File: src/hw/rtl/fcs_pkg.sv
`timescale 1ns / 1ps
// ----------------------------------------------------------------------------
// fcs_pkg
// Types and constants shared by the streaming convolution filter.
// ----------------------------------------------------------------------------
package fcs_pkg;

  localparam int DATA_W   = 16;
  localparam int PROD_W   = 32;
  localparam int SUM_W    = 37;
  localparam int CNT_W    = 6;
  localparam int IDX_W    = 5;
  localparam logic [CNT_W-1:0] TAP_COUNT_RESET = 6'd32;

  // item mode codes
  localparam logic MODE_LOAD = 1'b0;
  localparam logic MODE_PUSH = 1'b1;

  typedef struct packed {
    logic                     mode;
    logic [IDX_W-1:0]         tap_index;
    logic signed [DATA_W-1:0] coefficient;
    logic signed [DATA_W-1:0] sample;
    logic                     last_sample;
  } in_t;

  typedef struct packed {
    logic signed [SUM_W-1:0] filtered_out;
    logic                    last_out;
  } out_t;

  // control broadcast along the cell chain
  typedef struct packed {
    logic shift;
    logic clear;
    logic mul;
  } cell_ctrl_t;

endpackage

File: src/hw/rtl/fcs_tree.sv
`timescale 1ns / 1ps
// ----------------------------------------------------------------------------
// fcs_tree
// Registered binary adder tree over the tap products, one level per cycle.
// ----------------------------------------------------------------------------
module fcs_tree
  import fcs_pkg::*;
#(
  parameter int TAPS = 32
) (
  input  logic                    clk,
  input  logic signed [PROD_W-1:0] products [TAPS],
  output logic signed [SUM_W-1:0]  sum
);

  localparam int LEVELS = $clog2(TAPS);
  localparam int PAD    = 1 << LEVELS;

  logic signed [SUM_W-1:0] leaf  [PAD];
  logic signed [SUM_W-1:0] nodes [1:PAD-1];

  // sign extended leaves, zero padded to a power of two
  for (genvar i = 0; i < PAD; i++) begin : g_leaf
    if (i < TAPS) begin : g_used
      assign leaf[i] = SUM_W'(products[i]);
    end else begin : g_pad
      assign leaf[i] = '0;
    end
  end

  // internal nodes in heap order, root at index one
  for (genvar i = 1; i < PAD; i++) begin : g_node
    if (2 * i >= PAD) begin : g_bottom
      always_ff @(posedge clk) begin
        nodes[i] <= leaf[2*i-PAD] + leaf[2*i+1-PAD];
      end
    end else begin : g_inner
      always_ff @(posedge clk) begin
        nodes[i] <= nodes[2*i] + nodes[2*i+1];
      end
    end
  end

  assign sum = nodes[1];

endmodule

File: config.mk
export PLATFORM = sky130hd
export DESIGN_NAME = fcs_tree
export DESIGN_NICKNAME = d
export VERILOG_FILES = /design/src/hw/rtl/fcs_pkg.sv /design/src/hw/rtl/fcs_tree.sv
export SDC_FILE = /design/constraint.sdc
export NUM_CORES = 2
export LEC_CHECK = 0
export BUFFER_PORTS_ARGS = -buffer_cell sky130_fd_sc_hd__buf_2
export CAP_MARGIN = 0
export CORE_AREA = 2 2 411 413
export CTS_BUF_LIST = sky130_fd_sc_hd__clkbuf_4
export CTS_CLUSTER_DIAMETER = 80
export DETAILED_ROUTE_END_ITERATION = 16
export DIE_AREA = 0 0 413 415
export PLACE_DENSITY = 0.65
export REMOVE_ABC_BUFFERS = 1
export SLEW_MARGIN = 0
export SYNTH_ARGS = -nofsm -noshare
export SYNTH_HDL_FRONTEND = slang
export SYNTH_SLANG_ARGS = --single-unit
File: constraint.sdc
create_clock -name clk -period 3.5 [get_ports clk]
set_input_delay 0.525 -clock clk [delete_from_list [all_inputs] [get_ports clk]]
set_output_delay 0.525 -clock clk [all_outputs]
set_load 0.05 [all_outputs]
==> flow_summary.ini <==
[outcome]
status = complete, but fails checks
violations = negative setup slack

[clocking]
clk_pin_slew_ns = 0.06
cts_tree = yes
cts_buffers = 312
htreeDepth = 5
clk_path_buf_depth = 4
clock_sinks = 1083
cts_root_buffer = clkbuf_4
clk_latency_ns = 1.23

[min_path]
holdPathStages = 6
hold_path_end = nodes[1][97]
holdCritPathClass = input port to flop
min-delay-start = products[852]

[worst_setup_path]
critPathArrivalTime_ns = 4.70
end_kind = flop
reg2reg_from = nodes[1][296]
rr_worst_depth = 11
regToRegSetupSlack_ns = 0.10
setup.worst_path.class = input port to flop
crit_path_start_kind = input port
r2r_end = nodes[0][470]
cp_max_fo = 4
cp.required_ns = 4.63

[logic_synthesis]
synth.area.top_cells = dfxtp_1 (29%), ha_1 (17%), xnor2_1 (7.0%), a21oi_1 (5.9%), a21o_1 (5.3%)
yosysSeqAreaShare = 0.292
avgSynthCellArea_sq_um = 8.72
synth_edf_count = 0
synth_area_sq_mm = 0.0742
ys_seq_elements = 1083
ys.warnings.count = 0
synthFlopType = dfxtp_1
synth_top_area_cell = dfxtp_1
syn_inst = 8506
synth_top_cell_area_share = 0.292
synth_cell_types = 99
synth-async-reset-ratio = 0

[sta]
hold_viol = 0
clock_skew_ns = 0.0975
rsz0062_at_grt = true
fin_ws_ns = -0.0789
period_share = 1.02
setup_viol = 14
worst_pin_slew_ns = 0.786
setup-tns-final_ns = -0.485
drv_slew = 0
fin_crit_ns = 3.58
slew_headroom = 0.472
fmax_mhz = 279

[floorplanning]
die-area_sq_mm = 0.171
ioPinCount = 1062
rows = 150
die_h_microns = 415
core_sq_mm = 0.167
die_x_microns = 413
start_util = 0.445

[flow_run]
cap_violations = 0

[grt]
grt_pass1_wl_mm = 410
grt_overflow_total = 0
grt_max_degree = 17
grt_pass1_vias = 78300
antenna_found_initial = 22
grt_usage = 0.297

[power_and_ir_drop]
p_leak_nw = 48.2
peakVddDrop_v = 0.000427
powerDensity_mw_per_mm2 = 798

[routing]
wl_mm = 267
drt-vias-per-instance = 5.53
dr.pass1.iters = 7
drt-initial-drc-count = 4667
via_count = 77100
ant_nets = 0
drc = 0
wire_per_inst_microns = 19.1

[placement]
gp_congestion = 0.973
place.detailed.hpwl_mm = 200
port_buffers = 1061

[cells_and_area]
syn_to_final_growth_pct = 39.8
drive_gt1_frac = 0.161
reg_top3 = nodes x1083
fin_nets = 13600
fill_cells = 14300
largest-register = nodes
largest_reg_flops = 1083
fin_util = 0.622
==> metrics by stage <==
step                      area (sq um)  total power, mW  hold WS, ns  cells  worst slack (ns)
after floorplan                  73300             53.4        0.420   8329             0.377
after global placement           82500             67.2        0.451  11700            -0.275
after detailed placement         82500             67.5        0.449  11700            -0.255
after CTS                       103000             82.3    0.0000535  13900          0.000621
after global routing            104000             89.1       0.0757  13900           -0.0895
final                           104000             82.7        0.184  14000           -0.0789
==> cells in the final DEF (no fill, tap or decap), types with 451 or more instances in the layout <==
master         instances
a21oi_1              850
dfxtp_1             1083
buf_2               1060
dlygate4sd3_1       1670
o21ai_0              451
a21o_1               526
ha_1                1023
xnor2_1              595
nor2_1               627
nand2_1              474
==> cell type report <==
| class | count | area (sq um) | area share |
|---|---|---|---|
| clock inverter | 101 | 597 | 0.00576 |
| multi-input combinational | 6968 | 51200 | 0.494 |
| timing repair buffer | 2895 | 23300 | 0.224 |
| sequential | 1083 | 21700 | 0.209 |
| antenna | 17 | 42.5 | 0.000410 |
| inverter | 278 | 1040 | 0.0101 |
| clock buffer | 405 | 3040 | 0.0293 |
| tap | 2204 | 2760 | 0.0266 |
==> what timing repair did <==
action / in CTS / in global routing
endpoints found under the hold margin: 528 / 1
hold buffers: 1677 / 1
gates resized for setup: 0 / 135
setup endpoints to repair: 0 / 133
buffers inserted: 0 / 15
==> logic make-up (layout without fill, tap and decap cells) <==
kind of cell | Yosys count | count (layout) | share of synthesized area
buf+inv | 455 | 3679 | 0.0253
xor+xnor | 885 | 885 | 0.105
compound gates | 2928 | 2928 | 0.260
flops | 1083 | 1083 | 0.292
simple gates | 2085 | 2085 | 0.135
mux | 11 | 11 | 0.00150
fa+ha+maj | 1059 | 1059 | 0.182
other cells | 0 | 17 | 0
==> cell usage after synthesis, types with 15 or more instances <==
cell type,n
nor3b_1,17
a221oi_1,21
a31o_2,33
o21ai_0,465
xnor2_1,596
o31ai_1,71
a31oi_1,80
clkbuf_1,134
buf_4,37
xor2_1,289
a2111oi_0,24
a41oi_1,23
ha_1,1028
a311o_1,20
nand2b_1,92
nand2_1,474
o31a_1,15
o21a_1,130
o21bai_1,177
a21oi_1,875
a21o_1,526
dfxtp_1,1083
a211oi_1,130
nor4_1,32
nand4_1,96
a211o_1,26
a221o_1,15
and3_1,98
or3_1,45
nand3_1,196
fa_1,31
nand3b_1,25
o2111ai_1,32
o211ai_1,59
and2_1,27
nor2_1,629
a311oi_1,30
nor3_1,185
nor2b_1,89
inv_1,278
or2_2,23
==> critical path: stages <==
cell and delay [ns]:
dlygate4sd3_1 0.56, buf_2 0.12, dlygate4sd3_1 0.55, ha_1 0.22, fa_1 0.41, a21o_1 0.21, a21oi_2 0.18, o21a_1 0.17
o21ai_1 0.16, a311oi_1 0.42, nor2_1 0.13, a41oi_1 0.29, xnor2_1 0.16, dlygate4sd3_1 0.58
==> worst max-delay path by stage <==
| stage | endpoint | cells after the start | start | slack (ns) |
|---|---|---|---|---|
| floorplan | nodes[1][470] | 11 | products[192] | 0.38 |
| detailed placement | nodes[1][178] | 13 | products[704] | -0.25 |
| global route | nodes[1][103] | 16 | products[867] | -0.09 |
| global placement | nodes[1][178] | 13 | products[704] | -0.28 |
| finish | nodes[1][312] | 14 | products[480] | -0.08 |
| CTS | nodes[0][554] | 14 | nodes[1][444] | 0.0006 |
==> power by group <==
group / internal, mW / leakage (nW) / switching [mW] / total (mW)
clock: 5.89 / 2.18 / 5.37 / 11.3
sequential: 17.8 / 9.14 / 2.90 / 20.7
combinational: 22.1 / 36.9 / 28.7 / 50.7
==> metal layers <==
layer	GRT usage	vias to the layer above	routed length, microns
li1	-	37600	-
met1	0.356	36000	112000
met2	0.507	2812	126000
met3	0.0558	723	16000
met4	0.146	14	12900
met5	0	-	86
Power figures use the tool's default switching activity.
