===== config.mk =====
export PLATFORM = sky130hd
export DESIGN_NAME = fcs_cell
export DESIGN_NICKNAME = d
export VERILOG_FILES = /design/src/hw/rtl/fcs_pkg.sv /design/src/hw/rtl/fcs_cell.sv
export SDC_FILE = /design/constraint.sdc
export NUM_CORES = 1
export LEC_CHECK = 0
export BUFFER_PORTS_ARGS = -buffer_cell sky130_fd_sc_hd__buf_2
export CAP_MARGIN = 15
export CORE_UTILIZATION = 40
export CTS_BUF_LIST = sky130_fd_sc_hd__clkbuf_8
export DETAILED_ROUTE_END_ITERATION = 10
export PLACE_DENSITY_LB_ADDON = 0.3
export SYNTH_ARGS = -nofsm -noshare
export SYNTH_HDL_FRONTEND = slang
export SYNTH_SLANG_ARGS = --single-unit
export TNS_END_PERCENT = 20

===== constraint.sdc =====
create_clock -name clk -period 7.4 [get_ports clk]
set_clock_uncertainty 0.1 [all_clocks]
set_input_delay 2.22 -clock clk [delete_from_list [all_inputs] [get_ports clk]]
set_output_delay 2.22 -clock clk [all_outputs]
set_load 0.005 [all_outputs]

===== src/hw/rtl/fcs_pkg.sv =====
`timescale 1ns / 1ps
// ----------------------------------------------------------------------------
// fcs_pkg
// Types and constants shared by the streaming convolution filter.
// ----------------------------------------------------------------------------
package fcs_pkg;

  localparam int DATA_W   = 16;
  localparam int PROD_W   = 32;
  localparam int SUM_W    = 37;
  localparam int CNT_W    = 6;
  localparam int IDX_W    = 5;
  localparam logic [CNT_W-1:0] TAP_COUNT_RESET = 6'd32;

  // item mode codes
  localparam logic MODE_LOAD = 1'b0;
  localparam logic MODE_PUSH = 1'b1;

  typedef struct packed {
    logic                     mode;
    logic [IDX_W-1:0]         tap_index;
    logic signed [DATA_W-1:0] coefficient;
    logic signed [DATA_W-1:0] sample;
    logic                     last_sample;
  } in_t;

  typedef struct packed {
    logic signed [SUM_W-1:0] filtered_out;
    logic                    last_out;
  } out_t;

  // control broadcast along the cell chain
  typedef struct packed {
    logic shift;
    logic clear;
    logic mul;
  } cell_ctrl_t;

endpackage


===== src/hw/rtl/fcs_cell.sv =====
`timescale 1ns / 1ps
// ----------------------------------------------------------------------------
// fcs_cell
// One filter tap: a delay line stage, its coefficient and a product register.
// ----------------------------------------------------------------------------
module fcs_cell
  import fcs_pkg::*;
(
  input  logic                     clk,
  input  logic                     rst,
  input  cell_ctrl_t               ctrl,
  input  logic signed [DATA_W-1:0] sample_in,
  output logic signed [DATA_W-1:0] sample_out,
  input  logic                     coef_we,
  input  logic signed [DATA_W-1:0] coef_data,
  input  logic                     active,
  output logic signed [PROD_W-1:0] product
);

  logic signed [DATA_W-1:0] hist;
  logic signed [DATA_W-1:0] coef;

  // delay line stage and coefficient
  always_ff @(posedge clk) begin
    if (rst) begin
      hist <= '0;
      coef <= '0;
    end else begin
      if (ctrl.clear) begin
        hist <= '0;
      end else if (ctrl.shift) begin
        hist <= sample_in;
      end
      if (coef_we) begin
        coef <= coef_data;
      end
    end
  end

  // tap product, zero when the tap is beyond the active count
  always_ff @(posedge clk) begin
    if (ctrl.mul) begin
      product <= active ? PROD_W'(coef * hist) : '0;
    end
  end

  assign sample_out = hist;

endmodule


==> results.md <==
* WP data arrival at 6.62 ns
* Number of placement rows at 63
* Total count of hold-check failures in the final report at 0
* Horizontal die dimension at 177.6 µm
* Clock sink count at 64
* Total CTS buffers at 9
* Setup-violating endpoint count in the final report at 0
* End of the worst hold path: coef[13]
* Boundary Pins at 87
* Initial antenna violation count at 0
* Slowest-stage cell, CP: sky130_fd_sc_hd__dfxtp_1
* Capturing element type of the critical path: flip-flop
* Final instance area at 13,320 µm²
* Half-perimeter wire length of the detailed placement result at 23,870 µm
* Buffers added on ports at 86
* Setup TNS at 0 ns
* Maximum number of pins on one net before global-route repair at 33
* Hold path cells at 2
* Area of all sequential standard cells at 1602 µm²
* DRC violations left at 0
* Post-Synthesis Cell Area at 12,340 µm²
* Number of max-slew violations in the final report at 0
* Leading register cell type out of synthesis: sky130_fd_sc_hd__edfxtp_1
* Distinct cells, synth at 59
* Tot GR Track Use at 19.42%
* Clock latency reported for the late side of the worst-skew pair at 0.36 ns
* Relative slew slack at 46.78%
* First-pass GRT wire length at 46,900 µm
* Largest cells by area after synthesis: sky130_fd_sc_hd__fa_1, sky130_fd_sc_hd__inv_1, sky130_fd_sc_hd__ha_1
* Net count after synthesis at 1,675
* Type of the worst min-delay path: flip-flop to flip-flop
* Via count of the first global-routing pass at 9,089
* Synthesis-to-finish area growth at 8.013%
* Final hold slack at 0.6100 ns
* Worst R2R Start: coef[12]
* Setup Fix Bufs, Post-CTS at 0
* Hold buffers post-CTS at 0
* Congestion Overflow GR at 0
* Y dimension of the die at 177.6 µm
* Area share of the largest cell type after synthesis at 42.52%
* Synth Register Bits at 64
* Startpoint kind of the worst setup timing path: flip-flop
* Area leader, netlist: sky130_fd_sc_hd__fa_1
* Fraction of layout cells with a size suffix above 1 at 9.541%
* Clock transition at the registers of the reported paths at 0.07 ns
* Effective utilization at floorplan at 41.18%
* Max_cap viols at 0
* Portion of the clock cycle consumed by the worst path in the final layout at 87.87%
* Remaining antenna violation count at 0
* Worst Reg-to-Reg Cells at 18
* Critical register-to-register path endpoint: product[28]
* Multi-input logic area at 9443 µm²
* Ys Warns at 0
* Final core utilization at 44.48%
* Hold path startpoint: coef[13]
* Post-Route WL at 28,550 µm
* Overall die area at 31,550 µm²
* Transition time at the pin with the least slew margin at 0.7972 ns
* Critical path peak fanout at 17
* Max stage delay on crit path at 0.79 ns
* Category of the most critical setup path: flip-flop to flip-flop
* Share of synthesized area occupied by flip-flops and latches at 12.98%
* Number of detailed-route iterations in the first pass at 5
* Required time of the critical path at 7.52 ns
* Clock Tree Root: sky130_fd_sc_hd__clkbuf_8
* Wirelength per Cell at 16.39 µm
* Diode count at 0
* Count of flip-flops with a built-in enable after synthesis at 32
* Cell-by-cell listing of the critical path: nand2_1 -> fa_1 -> fa_1 -> fa_1 -> fa_1 -> inv_1 -> fa_1 -> inv_1 -> fa_1 -> inv_1 -> ha_1 -> a21oi_2 -> nor2_1 -> or4b_1 -> a31oi_1 -> o21ai_2 -> a211oi_2 -> mux2i_1
* R2R Setup Slk at 0.90 ns
* Mapped Cells at 1,292
* Proportion of synthesized flip-flops having asynchronous set or reset at 0%
* Power per cell area at 81.31 nW/µm²
* Mapped Avg Cell Area at 9.548 µm²
* Fill cell count at 2,963
* Core area at 29,950 µm²
* Achievable Freq at 153.8 MHz
* Result of the run: completed
* RSZ-0062 raised after global routing: false
* Most frequent cell on the critical path: sky130_fd_sc_hd__fa_1
* Area after DPL at 13,140 µm²
* Final instance count without filler cells at 1,742
* TritonCTS clock tree: built
* Total vias in the final route at 8,680
* Initial drt markers at 541
* Number of levels in the clock H-tree at 3
* Nets@finish at 1,731
* Number of resized instances in the post-cts repair step at 0
* Leak pwr at 6.953 nW
* Time the worst path needs with I/O delays and setup at 6.503 ns
* Weighted congestion reported at the end of routability-driven placement at 0.9049
* Maximum buffer depth of the clock tree at 2
* Highest ir drop seen on vdd at 0.00006258 V
* Per-cell via count in the routed design at 4.983
* Cell total after placement at 1,727
cells by family (layout without fill, tap and decap cells):
family	count (synthesis)	in the layout	synth area share (%)
simple gates	389	389	15.40
fa+ha+maj	344	344	50.84
buf+inv	343	403	10.47
compound gates	88	88	5.417
flops	64	64	12.98
mux	35	35	2.840
xor+xnor	29	29	2.059
placed cells by master, fill, tap and decap left out, types with 6 or more instances in the layout:
cell type	instances
sky130_fd_sc_hd__inv_1	292
sky130_fd_sc_hd__fa_1	262
sky130_fd_sc_hd__nand2_1	135
sky130_fd_sc_hd__and2_1	129
sky130_fd_sc_hd__buf_2	86
sky130_fd_sc_hd__nor2_1	84
sky130_fd_sc_hd__ha_1	82
sky130_fd_sc_hd__mux2i_1	35
sky130_fd_sc_hd__dfxtp_1	32
sky130_fd_sc_hd__edfxtp_1	32
sky130_fd_sc_hd__a21oi_1	20
sky130_fd_sc_hd__xnor2_1	20
sky130_fd_sc_hd__clkbuf_8	13
sky130_fd_sc_hd__a21o_1	11
sky130_fd_sc_hd__buf_4	11
sky130_fd_sc_hd__o21ai_0	10
sky130_fd_sc_hd__xor2_1	9
sky130_fd_sc_hd__nand2b_1	8
sky130_fd_sc_hd__nand3_1	7
sky130_fd_sc_hd__a211o_1	6
sky130_fd_sc_hd__o21a_1	6
critical path: cells and delay by family, from the launching register on:
family	cells	cell delay [ns]
compound gates	4	0.79
fa+ha+maj	7	3.50
buf+inv	3	0.18
flops	1	0.79
mux	1	0.20
simple gates	3	0.80
cell usage after synthesis (8+ instances only):
library cell and number:
sky130_fd_sc_hd__inv_1 290, sky130_fd_sc_hd__fa_1 262, sky130_fd_sc_hd__nand2_1 135, sky130_fd_sc_hd__and2_1 129, sky130_fd_sc_hd__nor2_1 84, sky130_fd_sc_hd__ha_1 82
sky130_fd_sc_hd__clkbuf_1 49, sky130_fd_sc_hd__mux2i_1 35, sky130_fd_sc_hd__dfxtp_1 32, sky130_fd_sc_hd__edfxtp_1 32, sky130_fd_sc_hd__a21oi_1 20, sky130_fd_sc_hd__xnor2_1 20
sky130_fd_sc_hd__a21o_1 11, sky130_fd_sc_hd__o21ai_0 10, sky130_fd_sc_hd__xor2_1 9, sky130_fd_sc_hd__nand2b_1 8
metal layers:
metal	GRT usage [%]	up-vias	wire, µm
li1	-	3967	-
met5	0	-	0
met1	23.82	4441	11270
met3	2.057	60	1104
met2	35.09	212	15340
met4	6.980	0	835
through the flow:
| step | total power, mW | setup WS (ns) |
|---|---|---|
| floorplan | 0.6713 | 1.254 |
| global placement | 0.7871 | 0.9589 |
| detailed placement | 0.7933 | 0.8813 |
| CTS | 1.104 | 0.8656 |
| global route | 1.160 | 0.6352 |
| finish | 1.083 | 0.8974 |
cell type report:
class | count | share of cell area (%)
clock inverters | 2 | 0.05634
clock buffers | 13 | 1.343
flip-flops and latches | 64 | 12.02
repair buffers | 97 | 3.850
well taps | 390 | 3.662
inverters | 291 | 8.198
multi-input cells | 885 | 70.87
sequential cells by signal, summed over array words and instances, names as in the netlist:
register and flops:
product 32, coef 16, sample_out 16
how the worst max path moves through the flow:
stage                        from     endpoint  slack, ns  cells past startpoint
finish                   coef[12]  product[28]       0.90                     18
global route             coef[12]  product[26]       0.64                     18
CTS                      coef[12]  product[28]       0.87                     18
detailed placement       coef[12]  product[28]       0.88                     18
global placement         coef[12]  product[28]       0.96                     18
floorplan           sample_out[1]  product[27]       1.25                     18
power by group:
group | total, mW | leakage, nW | internal [mW] | switching, mW
clock | 0.305 | 0.104 | 0.154 | 0.151
sequential | 0.440 | 0.592 | 0.398 | 0.0415
combinational | 0.338 | 6.26 | 0.143 | 0.195
(Power assumes the default switching activity.)
